[config.mk]
export PLATFORM = sky130hd
export DESIGN_NAME = crc16_configurable_engine
export DESIGN_NICKNAME = d
export VERILOG_FILES = /design/src/rtl/crc16_pkg.sv /design/src/rtl/crc16_configurable_engine.sv /design/src/rtl/crc16_cfg.sv /design/src/rtl/crc16_step.sv
export SDC_FILE = /design/constraint.sdc
export NUM_CORES = 1
export LEC_CHECK = 0
export CELL_PAD_IN_SITES_DETAIL_PLACEMENT = 1
export CELL_PAD_IN_SITES_GLOBAL_PLACEMENT = 1
export CORE_MARGIN = 10
export CORE_UTILIZATION = 50
export CTS_BUF_LIST = sky130_fd_sc_hd__clkbuf_4 sky130_fd_sc_hd__clkbuf_8 sky130_fd_sc_hd__clkbuf_16
export DETAILED_ROUTE_END_ITERATION = 8
export DONT_BUFFER_PORTS = 1
export PLACE_DENSITY_LB_ADDON = 0.1
export SYNTH_ARGS = -nofsm -noshare
export SYNTH_HDL_FRONTEND = slang
export SYNTH_SLANG_ARGS = --single-unit
[constraint.sdc]
create_clock -name clk -period 10.4 [get_ports clk]
set_clock_uncertainty 0.1 [all_clocks]
set_input_delay 1.04 -clock clk [delete_from_list [all_inputs] [get_ports clk]]
set_output_delay 1.04 -clock clk [all_outputs]
set_load 0.05 [all_outputs]
[src/rtl/crc16_pkg.sv]
// crc16_pkg: types, command and register codes, and bit-reversal helpers
// shared by the configurable crc-16 engine; depends on nothing
`default_nettype none

package crc16_pkg;

    localparam int CRC_W      = 16;
    localparam int BYTE_W     = 8;
    localparam int CMD_W      = 2;
    localparam int SIZE_W     = 4;
    localparam int CFG_IDX_W  = 3;

    localparam logic [CRC_W-1:0] POLY_RESET  = 16'h1021;
    localparam logic [CRC_W-1:0] INIT_RESET  = 16'hFFFF;
    localparam logic [CRC_W-1:0] FXOR_RESET  = 16'h0000;

    // command codes
    localparam logic [CMD_W-1:0] CMD_FEED_BYTE  = 2'd0;
    localparam logic [CMD_W-1:0] CMD_FEED_GROUP = 2'd1;
    localparam logic [CMD_W-1:0] CMD_RESTART    = 2'd2;
    localparam logic [CMD_W-1:0] CMD_UNUSED     = 2'd3;

    // register indexes
    localparam logic [CFG_IDX_W-1:0] REG_POLYNOMIAL     = 3'd0;
    localparam logic [CFG_IDX_W-1:0] REG_INITIAL_VALUE  = 3'd1;
    localparam logic [CFG_IDX_W-1:0] REG_REFLECT_INPUT  = 3'd2;
    localparam logic [CFG_IDX_W-1:0] REG_REFLECT_OUTPUT = 3'd3;
    localparam logic [CFG_IDX_W-1:0] REG_FINAL_XOR      = 3'd4;

    localparam logic [SIZE_W-1:0] GROUP_MAX = 4'd8;

    typedef struct packed {
        logic [CMD_W-1:0]  cmd;
        logic [BYTE_W-1:0] data_in;
        logic [SIZE_W-1:0] group_size;
    } crc16_item_t;

    typedef struct packed {
        logic [CRC_W-1:0] crc_out;
        logic [CRC_W-1:0] remainder_out;
    } crc16_result_t;

    typedef struct packed {
        logic [CRC_W-1:0] polynomial;
        logic [CRC_W-1:0] initial_value;
        logic             reflect_input;
        logic             reflect_output;
        logic [CRC_W-1:0] final_xor;
    } crc16_cfg_t;

    function automatic logic [BYTE_W-1:0] rev8(input logic [BYTE_W-1:0] v);
        logic [BYTE_W-1:0] r;
        for (int i = 0; i < BYTE_W; i++)
        begin
            r[i] = v[BYTE_W-1-i];
        end
        return r;
    endfunction

    function automatic logic [CRC_W-1:0] rev16(input logic [CRC_W-1:0] v);
        logic [CRC_W-1:0] r;
        for (int i = 0; i < CRC_W; i++)
        begin
            r[i] = v[CRC_W-1-i];
        end
        return r;
    endfunction

endpackage

`default_nettype wire

[src/rtl/crc16_configurable_engine.sv]
// crc16_configurable_engine: an item is registered in the item register, its result in
// the result register; throughput one item per cycle; eight unrolled bit steps sit
// between the two registers, and only a stalled result holds the input
// asynchronous active-low reset: remainder 0xffff, polynomial 0x1021,
// initial value 0xffff, reflections and final xor 0
// depends on crc16_pkg, crc16_cfg and crc16_step
`default_nettype none

module crc16_configurable_engine (
    input  wire logic                             clk,
    input  wire logic                             rst_n,
    input  wire logic                             item_valid,
    output logic                                  item_stall,
    input  wire crc16_pkg::crc16_item_t           item,
    output logic                                  result_valid,
    input  wire logic                             result_stall,
    output crc16_pkg::crc16_result_t              result,
    input  wire logic                             cfg_we,
    input  wire logic [crc16_pkg::CFG_IDX_W-1:0]  cfg_index,
    input  wire logic [crc16_pkg::CRC_W-1:0]      cfg_data
);
    import crc16_pkg::*;

    crc16_cfg_t    cfg;
    crc16_item_t   item_reg;
    logic          item_full_reg;
    logic          item_full_next;
    crc16_result_t result_reg;
    logic          result_full_reg;
    logic          result_full_next;
    logic [CRC_W-1:0] remainder_reg;
    logic [CRC_W-1:0] remainder_next;
    crc16_result_t step_result;
    logic          advance;
    logic          item_xfer;

    crc16_cfg u_cfg (
        .clk       (clk),
        .rst_n     (rst_n),
        .cfg_we    (cfg_we),
        .cfg_index (cfg_index),
        .cfg_data  (cfg_data),
        .cfg       (cfg)
    );

    crc16_step u_step (
        .item           (item_reg),
        .cfg            (cfg),
        .remainder      (remainder_reg),
        .remainder_next (remainder_next),
        .result         (step_result)
    );

    // the result register moves on when empty or when its transfer completes
    assign advance    = !result_full_reg || !result_stall;
    assign item_stall = item_full_reg && !advance;
    assign item_xfer  = item_valid && !item_stall;

    always_comb
    begin
        item_full_next   = item_full_reg;
        result_full_next = result_full_reg;
        if (advance)
        begin
            result_full_next = item_full_reg;
            item_full_next   = 1'b0;
        end
        if (item_xfer)
        begin
            item_full_next = 1'b1;
        end
    end

    always_ff @(posedge clk or negedge rst_n)
    begin
        if (!rst_n)
        begin
            item_full_reg   <= 1'b0;
            result_full_reg <= 1'b0;
            remainder_reg   <= INIT_RESET;
        end
        else
        begin
            item_full_reg   <= item_full_next;
            result_full_reg <= result_full_next;
            if (advance && item_full_reg)
            begin
                remainder_reg <= remainder_next;
            end
        end
    end

    always_ff @(posedge clk)
    begin
        if (item_xfer)
        begin
            item_reg <= item;
        end
        if (advance && item_full_reg)
        begin
            result_reg <= step_result;
        end
    end

    assign result_valid = result_full_reg;
    assign result       = result_reg;

`ifndef SYNTHESIS
    a_stall_only_when_result_held: assert property (
        @(posedge clk) disable iff (!rst_n)
        item_stall |-> (result_valid && item_full_reg)
    ) else $error("item stall without a held result");

    a_remainder_tracks_result: assert property (
        @(posedge clk) disable iff (!rst_n)
        result_valid |-> (result.remainder_out == remainder_reg)
    ) else $error("running remainder differs from reported remainder");

    a_restart_loads_initial: assert property (
        @(posedge clk) disable iff (!rst_n)
        (advance && item_full_reg && item_reg.cmd == CMD_RESTART)
            |=> (result.remainder_out == $past(cfg.initial_value))
    ) else $error("restart did not load the initial value");
`endif

endmodule

`default_nettype wire

[src/rtl/crc16_cfg.sv]
// crc16_cfg: configuration register file of the crc-16 engine
// depends on crc16_pkg
`default_nettype none

module crc16_cfg (
    input  wire logic                             clk,
    input  wire logic                             rst_n,
    input  wire logic                             cfg_we,
    input  wire logic [crc16_pkg::CFG_IDX_W-1:0]  cfg_index,
    input  wire logic [crc16_pkg::CRC_W-1:0]      cfg_data,
    output crc16_pkg::crc16_cfg_t                 cfg
);
    import crc16_pkg::*;

    crc16_cfg_t cfg_reg;
    crc16_cfg_t cfg_next;

    always_comb
    begin
        cfg_next = cfg_reg;
        if (cfg_we)
        begin
            unique case (cfg_index)
                REG_POLYNOMIAL:     cfg_next.polynomial     = cfg_data;
                REG_INITIAL_VALUE:  cfg_next.initial_value  = cfg_data;
                REG_REFLECT_INPUT:  cfg_next.reflect_input  = cfg_data[0];
                REG_REFLECT_OUTPUT: cfg_next.reflect_output = cfg_data[0];
                REG_FINAL_XOR:      cfg_next.final_xor      = cfg_data;
                default:            cfg_next = cfg_reg;
            endcase
        end
    end

    always_ff @(posedge clk or negedge rst_n)
    begin
        if (!rst_n)
        begin
            cfg_reg.polynomial     <= POLY_RESET;
            cfg_reg.initial_value  <= INIT_RESET;
            cfg_reg.reflect_input  <= 1'b0;
            cfg_reg.reflect_output <= 1'b0;
            cfg_reg.final_xor      <= FXOR_RESET;
        end
        else
        begin
            cfg_reg <= cfg_next;
        end
    end

    assign cfg = cfg_reg;

endmodule

`default_nettype wire

[src/rtl/crc16_step.sv]
// crc16_step: one item's update of the running remainder, eight unrolled
// bit steps, plus output reflection and final xor; depends on crc16_pkg
`default_nettype none

module crc16_step (
    input  wire crc16_pkg::crc16_item_t       item,
    input  wire crc16_pkg::crc16_cfg_t        cfg,
    input  wire logic [crc16_pkg::CRC_W-1:0]  remainder,
    output logic [crc16_pkg::CRC_W-1:0]       remainder_next,
    output crc16_pkg::crc16_result_t          result
);
    import crc16_pkg::*;

    logic [BYTE_W-1:0] bits;
    logic [SIZE_W-1:0] count;
    logic [CRC_W-1:0]  shown;

    // bits are left-aligned so that the first one fed sits in bit 7
    always_comb
    begin
        bits  = '0;
        count = '0;
        unique case (item.cmd)
            CMD_FEED_BYTE:
            begin
                bits  = cfg.reflect_input ? rev8(item.data_in) : item.data_in;
                count = GROUP_MAX;
            end
            CMD_FEED_GROUP:
            begin
                if (item.group_size != '0 && item.group_size <= GROUP_MAX)
                begin
                    bits  = item.data_in << (GROUP_MAX - item.group_size);
                    count = item.group_size;
                end
            end
            CMD_RESTART, CMD_UNUSED:
            begin
                bits  = '0;
                count = '0;
            end
            default:
            begin
                bits  = '0;
                count = '0;
            end
        endcase
    end

    always_comb
    begin
        logic [CRC_W-1:0] r;
        logic             fb;
        r = remainder;
        for (int i = 0; i < BYTE_W; i++)
        begin
            fb = r[CRC_W-1] ^ bits[BYTE_W-1-i];
            if (SIZE_W'(i) < count)
            begin
                r = {r[CRC_W-2:0], 1'b0} ^ (fb ? cfg.polynomial : '0);
            end
        end
        remainder_next = (item.cmd == CMD_RESTART) ? cfg.initial_value : r;
    end

    assign shown                = cfg.reflect_output ? rev16(remainder_next) : remainder_next;
    assign result.crc_out       = shown ^ cfg.final_xor;
    assign result.remainder_out = remainder_next;

endmodule

`default_nettype wire

# Yosys cells after proc, flatten, opt, wreduce, memory -nomap -nowiden
# Cells that the tools add are included.
op_classes:
  n_addsub: 1
  n_lt_le_gt_ge: 9
  n_eq_ne: 7
  shift: 1
  mux: 25
  bitwise_logic: 17
  n_reduce_logical: 19
ops:
  columns: ["operator", "count"]
  rows:
  - ["$mux W16", 18]
  - ["$xor A16 B16 Y16", 9]
  - ["$pmux W8 S3", 1]
  - ["$lt A3 B4 Y1 const A", 4]
  - ["$mux W8", 2]
  - ["$pmux W4 S3", 1]
  - ["$reduce_and A2 Y1", 5]
  - ["$lt A1 B4 Y1 const A", 2]
  - ["$lt A2 B4 Y1 const A", 2]
  - ["$shl A8 B4 Y8", 1]
  - ["$xor A1 B1 Y1", 8]
  - ["$eq A3 B2 Y1 const B", 2]
  - ["$eq A2 B2 Y1 const B", 2]
  - ["$le A4 B4 Y1 const B", 1]
  - ["$logic_and A1 B1 Y1", 4]
  - ["$logic_not A1 Y1", 4]
  - ["$mux W4", 1]
  - ["$reduce_bool A4 Y1", 1]
  - ["$sub A4 B4 Y4 const A", 1]
  - ["$eq A3 B1 Y1 const B", 1]
  - ["$eq A3 B3 Y1 const B", 1]
  - ["$logic_not A3 Y1", 1]
  - ["$eq A2 B1 Y1 const B", 1]
  - ["$logic_not A2 Y1", 1]
  - ["4 further kinds", 5]
word_totals:
  regBits: 114
  inputBits: 38
  output_inout_bits: 34
  elab_cells: 92

# Longest topological paths before layout
logic_depth:
  depth_word: 39
  ltp_mapped: 30
  mapped_depth_nobuf: 24

# Modules after synthesis
# A second synthesis with hierarchy kept.
unflattened:
  hier_cells: 1284
  hier_area_um2: 11080.6
modules_own_cells:
  columns: ["module", "instances", "cells_each", "area_per_inst_um2", "seq_area_each_um2"]
  rows:
  - ["crc16_step", 1, 1087, 6977.9, 0.0]
  - ["crc16_configurable_engine", 1, 87, 2134.5, 1851.8]
  - ["crc16_cfg", 1, 110, 1968.1, 1275.0]

# Worst setup path after synthesis
# OpenSTA, ideal clock, no wires.
synth_path:
  kind: "register to register"
  from: "register item_reg[0] (netlist name)"
  to: "register result_reg, in the netlist result[21], data pin"
  setup_time_ps: 267
  arrival_ps: 7071
  t_required_ps: 10033
  path_slack_ps: 2962
  stages_incl_launch_ff: 28
  n_path_buf: 3
  period_less_slack_ps: 7438
  cell_sequence: "edfxtp_1 -> buf_2 -> inv_1 -> ha_1 -> buf_6 -> mux2i_1 -> mux4_2 -> a21oi_2 -> nor4_1 -> o31ai_2 -> a211oi_1 -> or4_1 -> nand4b_2 -> a31oi_1 -> o31ai_2 -> a211oi_1 -> a2111o_1 -> o21a_1 -> o21a_1 -> o31ai_1 -> mux2i_1 -> clkbuf_1 -> nand4_1 -> xor2_1 -> o211a_1 -> mux2_2 -> nor4b_1 -> nor4_1"
synth_rtl:
  columns: ["element", "line_no", "rtl"]
  rows:
  - ["from (decl)", "crc16_configurable_engine.sv:25", "crc16_item_t item_reg;"]
  - ["from (signal assigned)", "crc16_configurable_engine.sv:97", "item_reg <= item;"]
  - ["to (signal assigned)", "crc16_configurable_engine.sv:101", "result_reg <= step_result;"]
  - ["to (decl)", "crc16_configurable_engine.sv:28", "crc16_result_t result_reg;"]

==> qor.yml <==
flow.area_growth_from_synthesis_pct: 6.48
cts_tree: "built"
sequential_fraction_of_the_synthesis_area: 0.280
dpl-instance-area_um2: 11300
cts_root_buffer: "sky130_fd_sc_hd__clkbuf_16"
cts_buffers: 17
start_kind: "flip-flop"
seq_cells_post_synth: 114
critical_path.max_stage_delay_ns: 0.78
clk_transition_reported_paths_ns: 0.07
post-route-min-period_ns: 9.79
post_synthesis_cell_type_count: 91
critPathArrivalTime_ns: 9.83
worstSkewPairLatency_ns: 0.43
post-dp-hpwl_um: 27800
ioPinCount: 72
start_util: 0.511
synthesis.instances: 1322
synthMostInstantiatedCell: "sky130_fd_sc_hd__nand2_1"
port-buffer-count: 0
detailroute.via_count: 10700
routed_wirelength_um: 39100
grt_antenna_before_repair: 0
final_area_um2: 11900
tightest_slew_ns: 1.15
grt_max_degree: 69
h-tree-depth: 4
postRouteAntennaNets: 0
synth_async_reset_ratio: 0.596
fraction_of_synthesized_cell_area_taken_by_the_top_area_cell_type: 0.124
clkSinkCount: 114
remaining_drc_errors: 0
dieArea_um2: 28700
synth.cell_area_um2: 11200
cts.path.max_buffers: 2
grt_setup_unrepaired: "false"
largest_reg_flops: 50
number_of_failing_hold_endpoints_at_the_final_stage: 0
drtPass1Iterations: 5
gp_congestion: 0.892
post-place-ws_ns: 0.788
run_status: "completed"
totalNegativeSetupSlack_ns: 0
setup_violations: 0
cap_violations: 0
max-vdd-ir-drop_mv: 0.170
die_h_um: 170
grt.total_usage: 0.267
netlist.top_cell.by_area: "sky130_fd_sc_hd__edfxtp_1"
reg2reg_setup_slack_ns: 0.61
wl_per_cell_um: 25.2
timing.final.max_slew_violations: 0
post_synth.cell_area_avg_um2: 8.46
cp_slowest_cell: "sky130_fd_sc_hd__or3_1"
first_global_vias: 10500
dpl.cell_count: 1516
antenna_cells_inserted: 0
fmax_ghz: 0.102
core_area_um2: 21900
netlist_top_cells_count: "151 x sky130_fd_sc_hd__nand2_1, 91 x sky130_fd_sc_hd__clkbuf_1, 82 x sky130_fd_sc_hd__nand3_1"
min-delay-path-class: "in -> async"
count_of_flip_flops_with_a_built_in_enable_after_synthesis: 46
rows: 54
fin_cells: 1548
final_core_utilization: 0.544
final.hold.worst_slack_ns: 0.203
grt_pass1_wl_um: 62000
synthTopCellsByArea: "sky130_fd_sc_hd__edfxtp_1 12%, sky130_fd_sc_hd__dfstp_2 8.2%, sky130_fd_sc_hd__dfrtp_1 7.4%, sky130_fd_sc_hd__mux2_2 7.1%, sky130_fd_sc_hd__mux2i_1 5.9%"
min_setup_slack_post_route_ns: 0.614
slew-limit-headroom: 0.236
cts_hold_repair.buffers: 0
setup.worst_path.end_class: "flip-flop"
overall_power_mw: 3.44
ys_dominant_reg_cell: "sky130_fd_sc_hd__edfxtp_1"
timing.critical_path.required_ns: 10.44
drtIter0Drc: 1015
power-per-cell-area_nw_per_um2: 289
finish.net_count: 1294
path_class: "reg -> reg"
mean_number_of_vias_per_cell: 6.93
layout_worst_path_cycle_share: 0.941
grt_overflow_total: 0
final_layout_size_suffix_gt1_frac: 0.181
synth_nets: 1361
leakagePower_nw: 4.52
floorplan.die.width_um: 170
crit_path_max_fanout: 32
filler_cell_count: 2610
yosys_warnings: 0
## layout by cell type, fill, tap and decap left out, drive strengths merged, types with 16 or more instances in the layout
cell type,netlist,routed
a211oi,21,21
a21oi,52,52
a31oi,18,18
and2,18,18
and3,28,28
buf,25,30
clkbuf,91,19
dfrtp,33,33
dfstp,35,35
edfxtp,46,46
inv,11,20
mux2,72,72
mux2i,67,67
nand2,151,151
nand3,82,82
nand4,47,47
nor2,55,55
nor2b,18,18
nor3,35,35
nor4,33,33
o21a,16,16
o21ai,73,73
o31ai,24,24
xnor2,43,43
xor2,37,37
## per-layer routing
metal	vias to the layer above	share of wire	routed length (µm)	track usage
li1	4882	-	-	-
met1	5455	0.45	17700	0.379
met2	356	0.47	18300	0.420
met3	36	0.067	2620	0.0428
met4	0	0.011	442	0.0555
met5	-	0	0	0
## repair_timing
item                                    in CTS  in global routing
setup buffers                                0                  0
endpoints found under the hold margin        0                  0
endpoints found under the setup margin       0                  6
resized for setup                            0                  2
## layout make-up
class,instances,area (µm²),share of cell area
Clock buffer,19,458,0.0385
Clock inverter,13,111,0.00935
Inverter,11,41.3,0.00347
Multi-Input combinational cell,1081,7590,0.638
Sequential cell,114,3130,0.263
Tap cell,280,350,0.0294
Timing Repair Buffer,30,225,0.0189
## logic make-up after synthesis
kind of cell / after synthesis / share of synthesized area
adders and majority gates: 1 / 0.00112
AOI/OAI and AO/OA: 331 / 0.217
and+or+nand+nor: 526 / 0.250
muxes: 141 / 0.138
buffers and inverters: 127 / 0.0466
xor gates and xnor gates: 82 / 0.0680
DFF: 114 / 0.280
## report_power, final
group / total (mW) / switching [mW] / internal, mW
combinational: 1.92 / 1.19 / 0.724
clock: 0.577 / 0.247 / 0.329
sequential: 0.952 / 0.309 / 0.642
total: 3.44 / 1.75 / 1.70
## critical path, delay by kind of cell, from the launching register on
kind / cells / cell delay [ns]
AOI/OAI and AO/OA: 7 / 2.61
xor gates and xnor gates: 1 / 0.16
adders and majority gates: 1 / 0.65
buffers and inverters: 3 / 0.79
DFF: 1 / 0.32
muxes: 4 / 1.65
and+or+nand+nor: 10 / 3.21
## path summary, 6_finish.rpt
| check | end | cells after the start | start |
|---|---|---|---|
| worst max-delay path | result[30] | 26 | item_reg[0] |
| worst max register to register | result[30] | 26 | item_reg[0] |
| worst min register to register | result_valid | 1 | item_full_reg |
| worst min-delay path | u_cfg.cfg[16] | 0 | rst_n |
| max in group asynchronous | u_cfg.cfg[27] | 0 | rst_n |
| min in group clk | result_valid | 1 | item_full_reg |
Note: power is estimated with default switching activity, not from simulation.
